`config.mk`:
```
export PLATFORM = sky130hd
export DESIGN_NAME = mmqe_cfg_regs
export DESIGN_NICKNAME = d
export VERILOG_FILES = /design/src/hw/rtl/mmqe_pkg.sv /design/src/hw/rtl/mmqe_cfg_regs.sv
export SDC_FILE = /design/constraint.sdc
export NUM_CORES = 1
export LEC_CHECK = 0
export ABC_AREA = 0
export BUFFER_PORTS_ARGS = -buffer_cell sky130_fd_sc_hd__buf_4
export CAP_MARGIN = 25
export CORE_MARGIN = 3
export CORE_UTILIZATION = 37
export CTS_BUF_LIST = sky130_fd_sc_hd__clkbuf_16
export DETAILED_ROUTE_END_ITERATION = 10
export GPL_ROUTABILITY_DRIVEN = 0
export GPL_TIMING_DRIVEN = 0
export PLACE_DENSITY_LB_ADDON = 0.25
export SYNTH_ARGS = -nofsm -noshare
export SYNTH_HDL_FRONTEND = slang
export SYNTH_SLANG_ARGS = --single-unit
```
`constraint.sdc`:
```
create_clock -name clk_i -period 1.5 [get_ports clk_i]
set_clock_uncertainty 0.2 [all_clocks]
set_input_delay 0.15 -clock clk_i [delete_from_list [all_inputs] [get_ports clk_i]]
set_output_delay 0.15 -clock clk_i [all_outputs]
set_load 0.02 [all_outputs]
```
`src/hw/rtl/mmqe_pkg.sv`:
```
// types and constants shared by the quote engine files
package mmqe_pkg;

  // internal price fraction: every price term is held with this many fraction bits
  localparam int IFRAC = 25;

  // configuration register indexes
  localparam logic [2:0] CFG_PRICING_MODE      = 3'd0;
  localparam logic [2:0] CFG_FIXED_HALF_SPREAD = 3'd1;
  localparam logic [2:0] CFG_QUOTE_SIZE        = 3'd2;
  localparam logic [2:0] CFG_MAX_INVENTORY     = 3'd3;
  localparam logic [2:0] CFG_SKEW_PER_UNIT     = 3'd4;
  localparam logic [2:0] CFG_RISK_COEFFICIENT  = 3'd5;
  localparam logic [2:0] CFG_SPREAD_FLOOR_TERM = 3'd6;
  localparam logic [2:0] CFG_HORIZON           = 3'd7;

  // pricing modes (the unused code behaves as fixed spread)
  localparam logic [1:0] MODE_FIXED = 2'd0;
  localparam logic [1:0] MODE_SKEW  = 2'd1;
  localparam logic [1:0] MODE_AS    = 2'd2;

  // input item
  typedef struct packed {
    logic        [31:0] mid_px;
    logic signed [23:0] inventory;
    logic        [31:0] now_time;
  } quote_in_t;

  // result item
  typedef struct packed {
    logic signed [31:0] bid_price;
    logic signed [31:0] ask_price;
    logic               bid_enable;
    logic               ask_enable;
    logic        [31:0] quote_quantity;
  } quote_out_t;

  // configuration register contents
  typedef struct packed {
    logic [1:0]  pricing_mode;
    logic [15:0] fixed_half_spread;
    logic [31:0] quote_size;
    logic [22:0] max_inventory;
    logic [23:0] skew_per_unit;
    logic [23:0] risk_coefficient;
    logic [23:0] spread_floor_term;
    logic [31:0] horizon;
  } cfg_t;

endpackage

```
`src/hw/rtl/mmqe_cfg_regs.sv`:
```
// configuration register file of the quote engine
module mmqe_cfg_regs (
  input  logic               clk_i,
  input  logic               rst_ni,
  input  logic               cfg_we_i,
  input  logic [2:0]         cfg_idx_i,
  input  logic [31:0]        cfg_wdata_i,
  output mmqe_pkg::cfg_t     cfg_o
);

  mmqe_pkg::cfg_t cfg_q, cfg_d;

  // write decode
  always_comb begin
    cfg_d = cfg_q;
    if (cfg_we_i) begin
      unique case (cfg_idx_i)
        mmqe_pkg::CFG_PRICING_MODE:      cfg_d.pricing_mode      = cfg_wdata_i[1:0];
        mmqe_pkg::CFG_FIXED_HALF_SPREAD: cfg_d.fixed_half_spread = cfg_wdata_i[15:0];
        mmqe_pkg::CFG_QUOTE_SIZE:        cfg_d.quote_size        = cfg_wdata_i;
        mmqe_pkg::CFG_MAX_INVENTORY:     cfg_d.max_inventory     = cfg_wdata_i[22:0];
        mmqe_pkg::CFG_SKEW_PER_UNIT:     cfg_d.skew_per_unit     = cfg_wdata_i[23:0];
        mmqe_pkg::CFG_RISK_COEFFICIENT:  cfg_d.risk_coefficient  = cfg_wdata_i[23:0];
        mmqe_pkg::CFG_SPREAD_FLOOR_TERM: cfg_d.spread_floor_term = cfg_wdata_i[23:0];
        mmqe_pkg::CFG_HORIZON:           cfg_d.horizon           = cfg_wdata_i;
      endcase
    end
  end

  // register bank with reset values
  always_ff @(posedge clk_i or negedge rst_ni) begin
    if (!rst_ni) begin
      cfg_q.pricing_mode      <= mmqe_pkg::MODE_FIXED;
      cfg_q.fixed_half_spread <= 16'd1;
      cfg_q.quote_size        <= 32'd1;
      cfg_q.max_inventory     <= 23'd100;
      cfg_q.skew_per_unit     <= 24'd0;
      cfg_q.risk_coefficient  <= 24'd0;
      cfg_q.spread_floor_term <= 24'd0;
      cfg_q.horizon           <= 32'd0;
    end else begin
      cfg_q <= cfg_d;
    end
  end

  assign cfg_o = cfg_q;

endmodule

```
==> impl_metrics.tcl <==
set metrics [dict create \
    status "finished, violations left" \
    violations "negative hold slack" \
    largest_register_ffs 177 \
    p_seq_frac 0.400 \
    hold_path.class "input port to flop" \
    power_frac_clock 0.303 \
    critPathMaxStageDelay_ns 0.54 \
    seq_area_frac_synth 0.637 \
    grt_antenna_before_repair 0 \
    first_global_vias 4563 \
    insertion_delay_ns 0.42 \
    wl_per_cell_um 18.8 \
    swShare 0.303 \
    synth_common_cells "dfrtp_1 (172), mux2_2 (112), mux2_4 (60)" \
    place_hpwl_um 11600 \
    vias 4240 \
    fin_crit_sh 0.964 \
    whs_endpoint "cfg_o[176]" \
    fin_crit_ns 1.45 \
    path_cells "buf_4" \
    synth_flop_cell "dfrtp_1" \
    critPathCaptureType "output port" \
    yosys.area.top_type "dfrtp_1" \
    start_util 0.383 \
    track_usage 0.165 \
    cts_root_buf "clkbuf_16" \
    synthArstFlopShare 1.00 \
    reg2reg_from "cfg_o[125]" \
    powerDensity_nw_per_um2 1630 \
    fin_cells 893 \
    cts_buffer_depth 2 \
    path_clk_slew_ns 0.07 \
    die_x_um 143 \
    fin_hold_ws_ns -0.0284 \
    ys_ff_latch 177 \
    r2r_slack_ns 0.50 \
    rr_worst_depth 1 \
    path_max_fanout 2 \
    synth_cells 384 \
    hp-start "cfg_idx_i[1]" \
    ant_nets 0 \
    slew_headroom 0.667 \
    leakagePower_nw 4.72 \
    die_area_sq_um 20500 \
    critPathBufInv 1 \
    cts_buffers 17 \
    max_freq_mhz 691 \
    yosysUniqueCellTypes 12 \
    synth_most_common_cell "dfrtp_1" \
    finalSetupViolCount 0 \
    power_switching_mw 4.89 \
    worstReg2RegEnd "cfg_o[125]" \
    syn_avg_cell_area_sq_um 18.1 \
    finish.utilization 0.543 \
    coreArea_sq_um 18200 \
    rsz0062_at_grt "no" \
    io-pin-count 215 \
    rows 49 \
    cts_tree "done" \
    cap_violations 0 \
    crit_slowest_cell "dfstp_2" \
    finalHoldViolCount 2 \
    cts_hold_buf 37 \
    slew_violations 0 \
    cp.arrival_ns 1.10 \
    synth_area_leaders "dfrtp_1 (62%), mux2_2 (18%), mux2_4 (13%), dfstp_2 (1.9%), buf_6 (1.8%)" \
    wirelength_um 16800 \
    port_buffers 210 \
    cts_setup_buffers 0 \
    vias_per_cell 4.75 \
    num-fill-cells 1505 \
    required_ns 1.15 \
    dr.pass1.iters 4 \
    syn_area_sq_um 6970 \
    die_y_um 143 \
    place_inst 824 \
    syn-num-nets 422 \
    grt_max_degree 99 \
    start_kind "flop" \
    antenna_cells 0 \
    grt_pass1_wl_um 26000 \
    final_nets 689 \
    pwr-share-comb 0.297 \
    cts.sinks 177 \
    synth-edff-count 0 \
    yosys_warnings 0 \
    syn2layout_area_growth_pct 42.0 \
    worst_pin_slew_ns 0.500 \
    grt_remaining_overflow 0 \
    synth_top_cell_area_share 0.618 \
    drtIter0Drc 90 \
    crit_type "flop to output port" \
    min_path_cells 3 \
    layout-drive-gt1-share 0.670 \
    h-tree-depth 4 \
    cp_top_family "flip-flops" \
    drc_errors 0 \
    peakVddDrop_v 0.000799 \
    internal_power_mw 11.3 \
]
## worst max path at each step
stage | from | to | slack, ns | cells after the start
2_1_floorplan | cfg_idx_i[0] | cfg_o[100] | 0.04 | 5
3_3_place_gp | rst_ni | cfg_o[88] | -0.89 | 1
3_5_place_dp | cfg_idx_i[0] | cfg_o[42] | -0.09 | 4
4_1_cts | cfg_o[106] | cfg_o[106] | 0.03 | 1
5_1_grt | cfg_o[106] | cfg_o[106] | 0.006 | 1
6_report | cfg_o[110] | cfg_o[110] | 0.05 | 1
## tightest hold or removal path, cell delays in order
cell	delay, ns
buf_6	0.12
nor4b_1	0.08
mux2_2	0.22
## kinds of logic (layout without fill, tap and decap cells)
group	count (synthesis)	count (layout)	synth area share
flip-flops	177	177	0.637
AND/OR/NAND/NOR	8	8	0.0187
multiplexers	177	177	0.318
buffers and inverters	22	302	0.0264
## layout make-up
| type | count | area, sq um | share of cell area |
|---|---|---|---|
| flip-flops and latches | 177 | 4440 | 0.448 |
| multi-input cells | 185 | 2350 | 0.237 |
| repair buffers | 248 | 1990 | 0.201 |
| clock buffers | 17 | 425 | 0.0430 |
| well taps | 229 | 287 | 0.0290 |
| clock inverters | 15 | 229 | 0.0231 |
| plain buffers | 22 | 184 | 0.0186 |
## what timing repair did
| item | in CTS | in global routing |
|---|---|---|
| hold endpoints to repair | 256 | 2 |
| resized for setup | 0 | 1 |
| endpoints found under the setup margin | 0 | 84 |
## metal layers
metal | track usage | share of wire | vias to the layer above
met5 | 0 | 0 | -
met4 | 0.0431 | 0.0096 | 0
met3 | 0.0660 | 0.090 | 16
met2 | 0.255 | 0.46 | 160
met1 | 0.217 | 0.44 | 2172
li1 | - | - | 1892
## placed cells by master (no fill, tap or decap)
cell type	instances
buf_4	211
buf_12	1
buf_16	1
dfrtp_1	172
clkbuf_16	17
dlygate4sd3_1	37
and4bb_1	3
mux2_2	112
nand4_2	1
dfstp_2	5
clkinvlp_4	2
inv_6	4
inv_1	1
clkinv_2	1
mux2_4	60
clkinv_4	1
buf_6	11
inv_8	1
nand4b_4	3
bufinv_16	5
buf_2	9
mux2_1	5
nor4b_1	1
## power by group through the flow
stage	Sequential [mW]	Combinational [mW]	Clock [mW]
after floorplan	7.76	1.22	0
after global placement	6.47	4.72	0
after detailed placement	6.53	4.79	0
after CTS	6.46	4.87	5.02
after global routing	6.59	5.08	5.23
final	6.46	4.79	4.90
## metrics by stage
| step | power (mW) | area (sq um) | TNS [ns] | hold WS, ns | worst slack, ns |
|---|---|---|---|---|---|
| 2_1_floorplan | 8.98 | 6970 | 0 | -0.346 | 0.0419 |
| 3_3_place_gp | 11.2 | 8830 | -157.22 | 0.176 | -0.892 |
| 3_5_place_dp | 11.3 | 8870 | -6.34 | -0.0305 | -0.0907 |
| 4_1_cts | 16.3 | 9890 | 0 | -0.0422 | 0.0325 |
| 5_1_grt | 16.9 | 9900 | 0 | -0.0221 | 0.00591 |
| 6_report | 16.2 | 9900 | 0 | -0.0284 | 0.0539 |
Power figures use the tool's default switching activity.
